File: src/sparse_signed_energy_sum_macros.svh
// Assertion macros shared by the sparse signed energy sum RTL.
`ifndef SPARSE_SIGNED_ENERGY_SUM_MACROS_SVH
`define SPARSE_SIGNED_ENERGY_SUM_MACROS_SVH

// Same-cycle implication, checked on every rising edge outside reset.
`define SSES_ASSERT_IMP(label, clk, rst, ante, cons, msg) \
  label: assert property (@(posedge clk) disable iff (rst) (ante) |-> (cons)) \
    else $error(msg);

// Next-cycle implication, checked on every rising edge outside reset.
`define SSES_ASSERT_NEXT(label, clk, rst, ante, cons, msg) \
  label: assert property (@(posedge clk) disable iff (rst) (ante) |=> (cons)) \
    else $error(msg);

`endif

File: src/sses_pkg.sv
// Shared constants, types and state encodings for the sparse signed energy sum.
package sses_pkg;

  // Default table depth.
  localparam int MOLECULE_SLOTS = 1024;

  // Field and datapath widths.
  localparam int MOL_W      = 10;
  localparam int COEF_W     = 8;
  localparam int ENERGY_W   = 32;
  localparam int IDX_W      = 16;
  localparam int ACC_W      = 48;
  localparam int SCALE_W    = 32;
  localparam int PROD_W     = COEF_W + ENERGY_W;
  localparam int HALF_W     = ACC_W / 2;
  localparam int PP_W       = HALF_W + SCALE_W;
  localparam int MAG_W      = PP_W + 1;
  localparam int FRAC_SHIFT = 24;

  // Saturation limits of the Q31.16 accumulators and results.
  localparam logic signed [ACC_W-1:0] ACC_MAX = {1'b0, {(ACC_W-1){1'b1}}};
  localparam logic signed [ACC_W-1:0] ACC_MIN = {1'b1, {(ACC_W-1){1'b0}}};

  // Input command codes.
  typedef enum logic [0:0] {
    CMD_LOAD  = 1'b0,
    CMD_ENTRY = 1'b1
  } cmd_t;

  // Main control sequencer.
  typedef enum logic [2:0] {
    ST_IDLE,
    ST_MUL,
    ST_ACC,
    ST_SCALE,
    ST_EMIT
  } ctl_state_t;

  // Scaling unit sequencer.
  typedef enum logic [2:0] {
    SC_IDLE,
    SC_ABS,
    SC_MLO,
    SC_MHI,
    SC_SUM,
    SC_SAT
  } scl_state_t;

  // Controls from the sequencer to the accumulator unit.
  typedef struct packed {
    logic mul_en;
    logic acc_en;
    logic clear;
  } acc_ctrl_t;

endpackage

File: src/sses_accum.sv
// Coefficient times energy product and the two saturating accumulators.
module sses_accum (
  input  logic                                  clk,
  input  logic                                  rst,
  input  sses_pkg::acc_ctrl_t                   ctrl,
  input  logic signed [sses_pkg::COEF_W-1:0]    coef,
  input  logic                                  hit,
  input  logic signed [sses_pkg::ENERGY_W-1:0]  rd_data,
  output logic signed [sses_pkg::ACC_W-1:0]     fwd_acc,
  output logic signed [sses_pkg::ACC_W-1:0]     rev_acc
);

  logic signed [sses_pkg::PROD_W-1:0] prod;
  logic signed [sses_pkg::ACC_W:0]    fwd_sum;
  logic signed [sses_pkg::ACC_W:0]    rev_sum;

  // Clamp a sum that grew by one bit back to the accumulator range.
  function automatic logic signed [sses_pkg::ACC_W-1:0] sat_acc(
    input logic signed [sses_pkg::ACC_W:0] v
  );
    if (v[sses_pkg::ACC_W] != v[sses_pkg::ACC_W-1]) begin
      return v[sses_pkg::ACC_W] ? sses_pkg::ACC_MIN : sses_pkg::ACC_MAX;
    end
    return v[sses_pkg::ACC_W-1:0];
  endfunction

  // Product register; a lookup beyond the table reads as zero energy.
  always_ff @(posedge clk) begin
    if (ctrl.mul_en) begin
      if (hit) begin
        prod <= coef * rd_data;
      end else begin
        prod <= '0;
      end
    end
  end

  // Reactants add to the forward sum, products subtract from the reverse sum.
  assign fwd_sum = (sses_pkg::ACC_W+1)'(fwd_acc) + (sses_pkg::ACC_W+1)'(prod);
  assign rev_sum = (sses_pkg::ACC_W+1)'(rev_acc) - (sses_pkg::ACC_W+1)'(prod);

  // Accumulator registers.
  always_ff @(posedge clk) begin
    if (rst || ctrl.clear) begin
      fwd_acc <= '0;
      rev_acc <= '0;
    end else if (ctrl.acc_en) begin
      if (coef < 0) begin
        fwd_acc <= sat_acc(fwd_sum);
      end else if (coef > 0) begin
        rev_acc <= sat_acc(rev_sum);
      end
    end
  end

endmodule

File: config.mk
export PLATFORM = sky130hd
export DESIGN_NAME = sses_accum
export DESIGN_NICKNAME = d
export VERILOG_FILES = /design/src/sparse_signed_energy_sum_macros.svh /design/src/sses_pkg.sv /design/src/sses_accum.sv
export SDC_FILE = /design/constraint.sdc
export NUM_CORES = 1
export LEC_CHECK = 0
export ABC_AREA = 1
export BUFFER_PORTS_ARGS = -buffer_cell sky130_fd_sc_hd__buf_2
export CAP_MARGIN = 10
export CORE_ASPECT_RATIO = 1.75
export CORE_MARGIN = 3
export CORE_UTILIZATION = 45
export CTS_BUF_LIST = sky130_fd_sc_hd__clkbuf_2
export CTS_CLUSTER_DIAMETER = 30
export DETAILED_ROUTE_END_ITERATION = 10
export PLACE_DENSITY = 0.62
export REMOVE_ABC_BUFFERS = 1
export SLEW_MARGIN = 25
export SYNTH_ARGS = -nofsm -noshare
export SYNTH_HDL_FRONTEND = slang
export SYNTH_SLANG_ARGS = --single-unit
File: constraint.sdc
create_clock -name clk -period 8 [get_ports clk]
set_input_delay 0.4 -clock clk [delete_from_list [all_inputs] [get_ports clk]]
set_output_delay 0.4 -clock clk [all_outputs]
set_load 0.02 [all_outputs]
==> metrics.yaml <==
period_share_pct: 63.6
ys_types: 43
core_um2: 48100
drv_slew: 0
grt_overflow: 0
skew_ns: 0.0658
ff2ff_setup_slack_ns: 4.01
grt_pass1_wl_um: 120000
die_area_um2: 51900
io_pins: 142
register_area_um2: 3120
drtAntennaViolNets: 0
grt_usage_pct: 30.0
multi_input_area_um2: 15500
ctsLongestPathBuffers: 2
placed_area_um2: 23200
gp_congestion: 0.995
hold_path.startpoint: "hit"
routed-via-count: 21400
syn_avg_cell_area_um2: 6.52
numClockSinks: 136
die_w_um: 174
path_cells: "buf_2 -> nand2_1 -> fa_1 -> inv_1 -> fa_1 -> inv_1 -> fa_1 -> inv_1 -> fa_1 -> ha_1 -> nand2_1 -> nor2_1 -> inv_1 -> nor4_2 -> nand3_1 -> nand3_1 -> o21ai_0 -> a21oi_1"
worstRegToRegCells: 12
grt_pass1_vias: 22300
power_mw: 6.97
cap_violations: 0
clkLatencyLatePin_ns: 0.94
area_growth_pct: 6.54
hold_viol_final: 0
synth_seq_cells: 136
fin_nets: 3878
hold_path_end: "prod[4]$_SDFFCE_PN0P_"
vdd_drop_max_uv: 117
power_density_nw_per_um2: 296
dp_hpwl_um: 64600
fin_tns_setup_ns: 0
hold_class: "in2reg"
fp.dieH_um: 299
ys_seq_area_share_pct: 14.1
start_util_pct: 45.9
cp_max_fo: 33
setup.worst_path.class: "in2reg"
via_per_inst: 5.19
syn_area_um2: 22100
cts_tree: "done"
tightest_slew_ns: 0.955
first_pass_iters: 7
n_fill_cell: 5285
stdcell_area_um2: 23600
max-slew-margin-rel_pct: 36.3
cp.arrival_ns: 5.83
rows: 106
grt_antenna_before_repair: 1
required_ns: 8.75
drt-total-wl_um: 77700
r2r-start: "prod[39]$_SDFFCE_PN0P_"
drive_gt1_share_pct: 7.66
p_leak_nw: 13.6
ctsHtreeMaxLevel: 4
rr_endpoint: "rev_acc[0]$_SDFFE_PP0P_"
hold_path_depth: 3
port-buffer-count: 141
cp-end-kind: "register"
cts_setup_buffers: 0
cts_root_buf: "clkbuf_2"
cts_resized: 0
max_stage_delay_ns: 0.63
wl_per_cell_um: 18.9
hold_buffers: 3
grt_max_degree: 96
setup_viol: 0
drc: 0
critPathLaunchType: "input pin"
status: "finished, final reports clean"
cp_slowest_cell: "buf_2"
yosys_warnings: 0
rsz0062_at_grt: "false"
period_needed_ns: 5.08
postSynthCellCount: 3390
cts_buffers: 17
clkTransAtPathRegs_ns: 0.17
drt_iter0_markers: 970
fmax_ghz: 0.197
==> area by class of cell <==
class,instances,share of cell area (%)
Multi-Input combinational cell,2356,65.8
Clock buffer,21,0.446
Sequential cell,136,13.3
Antenna cell,1,0.0106
Tap cell,648,3.44
Inverter,793,12.6
Clock inverter,11,0.940
Timing Repair Buffer,154,3.44
==> critical path: cells and delay by family <==
kind / cells / cell delay (ns)
fa+ha+maj: 5 / 2.45
simple gates: 6 / 1.83
buf+inv: 5 / 0.88
compound gates: 2 / 0.25
==> state kept, by name (all words and copies together) (netlist names) <==
register,cells
fwd_acc,48
rev_acc,48
prod,40
==> report_power, final <==
part           switching (mW)  total, mW  internal, mW  leakage (nW)
logic                    3.63       5.35          1.71          12.2
registers               0.151       1.05         0.903          1.17
clock network           0.298      0.573         0.275         0.185
==> worst max-delay path by stage <==
stage / slack [ns] / endpoint / from / cells after the start
floorplan: 3.21 / prod[36]$_SDFFCE_PN0P_ / coef[7] / 18
global placement: 1.71 / prod[37]$_SDFFCE_PN0P_ / coef[5] / 18
detailed placement: 2.09 / prod[37]$_SDFFCE_PN0P_ / coef[5] / 18
CTS: 3.07 / prod[37]$_SDFFCE_PN0P_ / coef[5] / 18
global route: 2.93 / prod[37]$_SDFFCE_PN0P_ / coef[5] / 18
finish: 2.92 / prod[37]$_SDFFCE_PN0P_ / coef[5] / 18
==> logic make-up (layout without fill, tap and decap cells) <==
family | after synthesis | in the layout | synth area share (%)
AOI/OAI and AO/OA | 553 | 553 | 14.2
xor gates and xnor gates | 73 | 73 | 2.89
adders and majority gates | 374 | 374 | 28.0
buffers and inverters | 898 | 979 | 15.9
DFF | 136 | 136 | 14.1
other | 0 | 1 | 0
and+or+nand+nor | 1356 | 1356 | 24.9
==> placed cells by master, fill, tap and decap left out, types with 8 or more instances in the layout <==
cell	n
a21oi_2	46
edfxtp_1	40
inv_1	787
ha_1	173
a21boi_0	11
nand2_1	855
o21ai_0	197
clkbuf_2	21
buf_2	141
dfxtp_1	96
nand2_2	12
xnor2_1	24
o21a_1	8
nor3_1	21
o21bai_1	28
a21o_1	9
a21oi_1	237
nand4_1	49
nand3_1	113
xor2_1	49
fa_1	201
nor2_1	271
buf_4	10
==> metrics by stage <==
stage	hold WS [ns]	std cells	worst slack [ns]	utilization, %
after CTS	0.0669	4119	3.07	48.9
after detailed placement	0.530	4084	2.09	48.2
after floorplan	0.512	3285	3.21	-
after global placement	0.531	4084	1.71	48.2
after global routing	0.0887	4120	2.93	48.9
final	0.132	4120	2.92	48.9
==> per-layer routing <==
layer  up-vias  share of wire, %  routed length, um  GRT usage [%]
met1      9949                33              26000           28.0
met2       608                54              41900           58.3
met5         -                 0                  0              0
li1      10600                 -                  -              -
met3       279               3.2               2520           3.31
met4         0               9.3               7260           23.3
==> cell usage after synthesis <==
| master | n | share of area (%) |
|---|---|---|
| nor4_1 | 4 | 0.11 |
| nand3b_1 | 7 | 0.24 |
| nor2_2 | 3 | 0.085 |
| a21o_1 | 9 | 0.31 |
| nand2_1 | 855 | 15 |
| clkbuf_2 | 23 | 0.52 |
| nor3_2 | 2 | 0.091 |
| a31oi_1 | 7 | 0.20 |
| buf_4 | 3 | 0.10 |
| or2_1 | 1 | 0.028 |
| a21boi_0 | 11 | 0.37 |
| o21a_1 | 8 | 0.27 |
| xnor2_1 | 24 | 0.95 |
| nor2_4 | 1 | 0.051 |
| nand4_1 | 49 | 1.4 |
| o21bai_1 | 28 | 0.95 |
| ha_1 | 173 | 9.8 |
| and2_1 | 6 | 0.17 |
| nor2_1 | 272 | 4.6 |
| nor3_1 | 22 | 0.50 |
| dfxtp_1 | 96 | 8.7 |
| o31ai_1 | 2 | 0.068 |
| buf_6 | 12 | 0.61 |
| a21boi_2 | 1 | 0.051 |
| nor3b_1 | 1 | 0.034 |
| buf_2 | 2 | 0.045 |
| xor2_1 | 49 | 1.9 |
| inv_2 | 5 | 0.085 |
| a21oi_2 | 46 | 1.8 |
| nand2_2 | 12 | 0.34 |
| inv_1 | 788 | 13 |
| edfxtp_1 | 40 | 5.4 |
| buf_8 | 1 | 0.068 |
| a21oi_4 | 1 | 0.074 |
| o21ai_0 | 197 | 4.5 |
| and3_1 | 1 | 0.028 |
| fa_1 | 201 | 18 |
| clkbuf_1 | 64 | 1.1 |
| or2_2 | 7 | 0.20 |
| o221ai_1 | 2 | 0.079 |
| o211ai_1 | 4 | 0.14 |
| a21oi_1 | 237 | 5.4 |
| nand3_1 | 113 | 2.6 |
Note: power is estimated with default switching activity, not from simulation.
