<file path="src/sparse_signed_energy_sum_macros.svh">
// Assertion macros shared by the sparse signed energy sum RTL.
`ifndef SPARSE_SIGNED_ENERGY_SUM_MACROS_SVH
`define SPARSE_SIGNED_ENERGY_SUM_MACROS_SVH

// Same-cycle implication, checked on every rising edge outside reset.
`define SSES_ASSERT_IMP(label, clk, rst, ante, cons, msg) \
  label: assert property (@(posedge clk) disable iff (rst) (ante) |-> (cons)) \
    else $error(msg);

// Next-cycle implication, checked on every rising edge outside reset.
`define SSES_ASSERT_NEXT(label, clk, rst, ante, cons, msg) \
  label: assert property (@(posedge clk) disable iff (rst) (ante) |=> (cons)) \
    else $error(msg);

`endif

</file>
<file path="src/sses_pkg.sv">
// Shared constants, types and state encodings for the sparse signed energy sum.
package sses_pkg;

  // Default table depth.
  localparam int MOLECULE_SLOTS = 1024;

  // Field and datapath widths.
  localparam int MOL_W      = 10;
  localparam int COEF_W     = 8;
  localparam int ENERGY_W   = 32;
  localparam int IDX_W      = 16;
  localparam int ACC_W      = 48;
  localparam int SCALE_W    = 32;
  localparam int PROD_W     = COEF_W + ENERGY_W;
  localparam int HALF_W     = ACC_W / 2;
  localparam int PP_W       = HALF_W + SCALE_W;
  localparam int MAG_W      = PP_W + 1;
  localparam int FRAC_SHIFT = 24;

  // Saturation limits of the Q31.16 accumulators and results.
  localparam logic signed [ACC_W-1:0] ACC_MAX = {1'b0, {(ACC_W-1){1'b1}}};
  localparam logic signed [ACC_W-1:0] ACC_MIN = {1'b1, {(ACC_W-1){1'b0}}};

  // Input command codes.
  typedef enum logic [0:0] {
    CMD_LOAD  = 1'b0,
    CMD_ENTRY = 1'b1
  } cmd_t;

  // Main control sequencer.
  typedef enum logic [2:0] {
    ST_IDLE,
    ST_MUL,
    ST_ACC,
    ST_SCALE,
    ST_EMIT
  } ctl_state_t;

  // Scaling unit sequencer.
  typedef enum logic [2:0] {
    SC_IDLE,
    SC_ABS,
    SC_MLO,
    SC_MHI,
    SC_SUM,
    SC_SAT
  } scl_state_t;

  // Controls from the sequencer to the accumulator unit.
  typedef struct packed {
    logic mul_en;
    logic acc_en;
    logic clear;
  } acc_ctrl_t;

endpackage

</file>
<file path="src/sses_scaler.sv">
// Multi-cycle scaling unit: both sums times -1/RT with rounding and saturation.
module sses_scaler (
  input  logic                                  clk,
  input  logic                                  rst,
  input  logic                                  start,
  input  logic signed [sses_pkg::ACC_W-1:0]     fwd_acc,
  input  logic signed [sses_pkg::ACC_W-1:0]     rev_acc,
  input  logic signed [sses_pkg::SCALE_W-1:0]   scale,
  output logic                                  busy,
  output logic                                  done,
  output logic signed [sses_pkg::ACC_W-1:0]     fwd_rate,
  output logic signed [sses_pkg::ACC_W-1:0]     rev_rate
);

  localparam logic [sses_pkg::MAG_W-1:0] ROUND_HALF =
    sses_pkg::MAG_W'(1) << (sses_pkg::FRAC_SHIFT - 1);
  localparam logic [sses_pkg::MAG_W-1:0] POS_LIMIT =
    sses_pkg::MAG_W'(sses_pkg::ACC_MAX);
  localparam logic [sses_pkg::MAG_W-1:0] NEG_LIMIT = POS_LIMIT + 1'b1;

  sses_pkg::scl_state_t state, state_next;

  logic                               sel;
  logic [sses_pkg::ACC_W-1:0]         a_mag;
  logic [sses_pkg::SCALE_W-1:0]       s_mag;
  logic                               neg;
  logic [sses_pkg::PP_W-1:0]          pp_lo;
  logic [sses_pkg::PP_W-1:0]          pp_hi;
  logic [sses_pkg::MAG_W-1:0]         mag;
  logic signed [sses_pkg::ACC_W-1:0]  acc_sel;
  logic [sses_pkg::HALF_W-1:0]        a_part;
  logic [sses_pkg::PP_W-1:0]          mul_out;
  logic [sses_pkg::MAG_W-1:0]         lo_rnd;
  logic signed [sses_pkg::ACC_W-1:0]  sat_out;

  // State register.
  always_ff @(posedge clk) begin
    if (rst) begin
      state <= sses_pkg::SC_IDLE;
    end else begin
      state <= state_next;
    end
  end

  // Next state; the forward sum is scaled first, then the reverse sum.
  always_comb begin
    state_next = state;
    done       = 1'b0;
    busy       = (state != sses_pkg::SC_IDLE);
    unique case (state)
      sses_pkg::SC_IDLE: begin
        if (start) begin
          state_next = sses_pkg::SC_ABS;
        end
      end
      sses_pkg::SC_ABS: state_next = sses_pkg::SC_MLO;
      sses_pkg::SC_MLO: state_next = sses_pkg::SC_MHI;
      sses_pkg::SC_MHI: state_next = sses_pkg::SC_SUM;
      sses_pkg::SC_SUM: state_next = sses_pkg::SC_SAT;
      sses_pkg::SC_SAT: begin
        if (sel) begin
          state_next = sses_pkg::SC_IDLE;
          done       = 1'b1;
        end else begin
          state_next = sses_pkg::SC_ABS;
        end
      end
      default: state_next = sses_pkg::SC_IDLE;
    endcase
  end

  // Operand select and the one shared 24 by 32 bit multiplier.
  assign acc_sel = sel ? rev_acc : fwd_acc;
  assign a_part  = (state == sses_pkg::SC_MHI) ? a_mag[sses_pkg::ACC_W-1:sses_pkg::HALF_W]
                                                : a_mag[sses_pkg::HALF_W-1:0];
  assign mul_out = a_part * s_mag;

  // Low partial product rounded at the binary point, ties away from zero.
  assign lo_rnd = ({1'b0, pp_lo} + ROUND_HALF) >> sses_pkg::FRAC_SHIFT;

  // Apply the sign and clamp to the 48-bit result range.
  always_comb begin
    if (neg) begin
      if (mag > NEG_LIMIT) begin
        sat_out = sses_pkg::ACC_MIN;
      end else begin
        sat_out = sses_pkg::ACC_W'(-mag);
      end
    end else begin
      if (mag > POS_LIMIT) begin
        sat_out = sses_pkg::ACC_MAX;
      end else begin
        sat_out = mag[sses_pkg::ACC_W-1:0];
      end
    end
  end

  // Operand select bit.
  always_ff @(posedge clk) begin
    if (rst) begin
      sel <= 1'b0;
    end else if (state == sses_pkg::SC_SAT) begin
      sel <= ~sel;
    end
  end

  // Datapath registers, one step per state.
  always_ff @(posedge clk) begin
    case (state)
      sses_pkg::SC_ABS: begin
        a_mag <= acc_sel[sses_pkg::ACC_W-1] ? sses_pkg::ACC_W'(-acc_sel) : acc_sel;
        s_mag <= scale[sses_pkg::SCALE_W-1] ? sses_pkg::SCALE_W'(-scale) : scale;
        neg   <= acc_sel[sses_pkg::ACC_W-1] ^ scale[sses_pkg::SCALE_W-1];
      end
      sses_pkg::SC_MLO: pp_lo <= mul_out;
      sses_pkg::SC_MHI: pp_hi <= mul_out;
      sses_pkg::SC_SUM: mag   <= {1'b0, pp_hi} + lo_rnd;
      sses_pkg::SC_SAT: begin
        if (sel) begin
          rev_rate <= sat_out;
        end else begin
          fwd_rate <= sat_out;
        end
      end
      default: ;
    endcase
  end

endmodule

</file>
<file path="config.mk">
export PLATFORM = sky130hd
export DESIGN_NAME = sses_scaler
export DESIGN_NICKNAME = d
export VERILOG_FILES = /design/src/sparse_signed_energy_sum_macros.svh /design/src/sses_pkg.sv /design/src/sses_scaler.sv
export SDC_FILE = /design/constraint.sdc
export NUM_CORES = 2
export LEC_CHECK = 0
export ABC_AREA = 1
export BUFFER_PORTS_ARGS = -buffer_cell sky130_fd_sc_hd__clkbuf_2
export CORE_ASPECT_RATIO = 0.75
export CORE_MARGIN = 3
export CORE_UTILIZATION = 50
export CTS_BUF_LIST = sky130_fd_sc_hd__clkbuf_4 sky130_fd_sc_hd__clkbuf_8 sky130_fd_sc_hd__clkbuf_16
export CTS_CLUSTER_SIZE = 40
export DETAILED_ROUTE_END_ITERATION = 6
export GPL_TIMING_DRIVEN = 0
export PLACE_DENSITY = 0.78
export SLEW_MARGIN = 20
export SYNTH_ARGS = -nofsm -noshare
export SYNTH_HDL_FRONTEND = slang
export SYNTH_SLANG_ARGS = --single-unit
</file>
<file path="constraint.sdc">
create_clock -name clk -period 17.8 [get_ports clk]
set_clock_uncertainty 0.05 [all_clocks]
set_input_delay 0 -clock clk [delete_from_list [all_inputs] [get_ports clk]]
set_output_delay 0 -clock clk [all_outputs]
set_load 0.02 [all_outputs]
</file>
==> results.py <==
metrics = {
    "drt": {
        "dr.pass1.iters": 6,
        "drt_iter0_drc": 5123,
        "via_per_inst": 5.40,
        "dr_total_vias": 40967,
        "drtAntennaViolNets": 0,
        "drc": 0,
        "drt_wl_total_um": 164000,
        "wl_per_cell_um": 21.6,
    },
    "setup_path": {
        "critPathSlowestCell": "buf_4",
        "slowest_delay_ns": 0.72,
        "crit_type": "reg2reg",
        "worstPathRequired_ns": 18.08,
        "worstPathMaxFanout": 65,
        "cp-end-kind": "register",
        "reg2reg_from": "state[1]$_SDFFE_PP0P_",
        "cp-start-kind": "register",
        "rrSetupSlack_ns": 8.29,
        "rr_endpoint": "pp_hi[40]$_DFFE_PP_",
        "reg2regPathDepth": 29,
        "cp.arrival_ns": 9.79,
    },
    "clocking": {
        "path_clk_slew_ns": 0.07,
        "cts_tree": "done",
        "clock_sinks": 327,
        "cts_resized": 0,
        "cts_buffer_depth": 3,
        "cts_made_buffers": 39,
        "cts_htree_levels": 2,
        "clkLatencyLatePin_ns": 0.60,
        "root_buffer": "clkbuf_16",
    },
    "min_path": {
        "whs_endpoint": "a_mag[43]$_DFFE_PP_",
        "min_from": "rev_acc[43]",
        "hp-class": "in2reg",
        "min_delay_path_depth": 7,
    },
    "finish": {
        "layout.cells.non_filler": 7592,
        "nets": 7358,
        "fillers": 8430,
        "syn2layout_area_growth_pct": 12.2,
        "post-route-util_pct": 57.0,
        "drive_gt1_share_pct": 7.73,
    },
    "grt": {
        "antenna_found_initial": 5,
        "grt_pass1_vias": 40322,
        "grt_pass1_wl_um": 246000,
        "gr-usage-all-layers_pct": 34.8,
        "grt_max_degree": 66,
        "globalRouteOverflowTotal": 0,
    },
    "place": {
        "place.gp.congestion": 1.05,
        "dp_hpwl_um": 136000,
        "dp_cells": 7384,
        "io_buffers": 228,
    },
    "synth": {
        "ys_seq_elements": 327,
        "synthesis.area_sq_um": 45900,
        "syn_nets": 6936,
        "synthCells": 5926,
        "synth_edf_count": 323,
        "yosys_warnings": 0,
        "dominantRegCellSynth": "edfxtp_1",
        "async_reset_ff_share_pct": 0,
        "syn_area_per_cell_sq_um": 7.74,
        "ys_seq_area_share_pct": 21.3,
        "synth_cell_types": 49,
    },
    "sta": {
        "fmax_ghz": 0.105,
        "rsz0062_at_grt": "no",
        "setup-tns-final_ns": 0,
        "slew_headroom_pct": 18.7,
        "timing_hold_violations_final": 0,
        "fin_crit_sh_pct": 53.4,
        "setup_violations": 0,
        "maxSlewViolCount": 0,
        "worstMarginPinSlew_ns": 1.22,
        "layout_min_cycle_time_ns": 9.51,
    },
    "floorplanning": {
        "initial_utilization_pct": 50.8,
        "die_h_um": 268,
        "die_x_um": 356,
        "core_area_sq_um": 90200,
        "num_rows": 95,
        "dieArea_sq_um": 95400,
        "io_pins": 229,
    },
    "run": {
        "cap_viol_max_count": 0,
    },
    "outcome": {
        "status": "complete, no violations",
    },
}
-- worst max-delay path by stage --
stage / from / slack [ns] / to
5_1_grt: state[1]$_SDFFE_PP0P_ / 7.83 / pp_lo[40]$_DFFE_PP_
4_1_cts: state[0]$_SDFFE_PP0P_ / 8.51 / pp_lo[55]$_DFFE_PP_
3_5_place_dp: state[0]$_SDFFE_PP0P_ / 8.57 / pp_hi[55]$_DFFE_PP_
2_1_floorplan: state[1]$_SDFFE_PP0P_ / 10.67 / pp_hi[50]$_DFFE_PP_
6_report: state[1]$_SDFFE_PP0P_ / 8.29 / pp_hi[40]$_DFFE_PP_
3_3_place_gp: state[1]$_SDFFE_PP0P_ / 8.66 / pp_hi[55]$_DFFE_PP_
-- cells by family after synthesis --
logic type      count (synthesis)  synth area share, %
buf+inv                      1497                 12.7
xor+xnor                      163                 3.11
simple gates                 2821                 25.1
fa+ha+maj                     879                 34.8
mux                             1               0.0218
compound gates                238                 3.02
flops                         327                 21.3
-- through the flow --
stage | worst slack, ns | area (sq um) | hold WS (ns)
4_1_cts | 8.51 | 51400 | 0.000603
5_1_grt | 7.83 | 51400 | 0.0545
3_5_place_dp | 8.57 | 48700 | 0.133
2_1_floorplan | 10.67 | 45900 | 0.0191
3_3_place_gp | 8.66 | 48500 | 0.126
6_report | 8.29 | 51400 | 0.0279
-- cells in the mapped netlist, types with 2 or more instances --
library cell  instances  share of area, %
nand2_1            1577                13
inv_1              1316                11
nor2_1              766               6.3
fa_1                659                29
edfxtp_1            323                21
nand3_1             253               2.8
ha_1                220               6.0
xor2_1              137               2.6
a21oi_1             107               1.2
clkbuf_1             80              0.65
o21ai_0              73              0.80
nand4_1              71              0.97
nor3_1               54              0.59
buf_2                48              0.52
xnor2_1              26              0.50
or2_2                25              0.34
nand3b_1             21              0.34
inv_2                17              0.14
nor2_2               17              0.23
buf_6                14              0.34
o21bai_1             14              0.23
nand2_2              13              0.18
o21ai_1              10              0.11
o21ai_2              10              0.19
buf_4                 9              0.15
nor4_1                9              0.12
a21o_1                6             0.098
clkinv_1              6             0.049
o21ai_4               6              0.21
buf_1                 5             0.041
dfxtp_1               4              0.17
nor2_4                4             0.098
o21a_1                4             0.065
and3_1                3             0.041
a31oi_1               2             0.027
nand2_4               2             0.049
nand3_2               2             0.044
o211ai_1              2             0.033
-- sequential cells by signal, summed over array words and instances (netlist names) --
signal	flops
mag	57
state	3
a_mag	48
pp_hi	56
sel	1
rev_rate	48
pp_lo	33
neg	1
s_mag	32
fwd_rate	48
-- layout make-up --
class	instances	area [sq um]	share of cell area (%)
multi-input combinational	4102	30300	58.9
sequential	327	9780	19.0
inverter	1341	5040	9.79
timing repair buffer	381	2680	5.21
tap	1212	1520	2.95
clock buffer	47	1040	2.03
buffer	156	787	1.53
clock inverter	24	302	0.586
antenna	2	5.00	0.00973
-- placed cells by master (no fill, tap or decap), types with 5 or more instances in the layout --
master,Yosys,routed
clkbuf_4,0,7
o21ai_4,6,6
a21oi_1,107,107
buf_2,48,48
nand2_1,1577,1577
buf_1,5,5
nor2_1,766,764
nand3_1,253,253
fa_1,659,659
buf_6,14,16
clkbuf_1,80,78
nand4_1,71,71
o21bai_1,14,14
ha_1,220,220
nand3b_1,21,21
nor3_1,54,52
inv_1,1316,1315
xor2_1,137,137
buf_4,9,21
nand2_2,13,13
nor2_2,17,17
a21o_1,6,6
dlygate4sd3_1,0,135
nor2_4,4,6
or2_2,25,25
edfxtp_1,323,323
xnor2_1,26,26
o21ai_0,73,68
nor4_1,9,9
inv_2,17,18
clkbuf_2,0,230
o21ai_2,10,11
o21ai_1,10,14
clkbuf_16,0,39
clkinv_1,6,10
clkinv_2,1,5
-- critical path, delay by kind of cell (launching register included) --
kind | cells | cell delay, ns
AO/OA/AOI/OAI | 2 | 1.13
adder cells (fa/ha/maj) | 8 | 4.19
buffers and inverters | 10 | 1.93
flip-flops | 1 | 0.42
AND/OR/NAND/NOR | 9 | 1.47
-- routing by layer --
metal / track usage [%] / up-vias / share of wire, %
met5: 1.07 / - / 0.098
met4: 9.48 / 4 / 3.0
met3: 12.6 / 303 / 15
met2: 47.9 / 2441 / 39
met1: 51.3 / 19648 / 43
li1: - / 18571 / -
-- what timing repair did --
action                                 in CTS  in global routing
hold buffers                              135                  0
endpoints found under the hold margin      81                  0
setup buffers                               0                  0
Power is left out: the tool's default activity adds up to more than one toggle a clock period on the data nets, which glitch-free logic cannot reach.
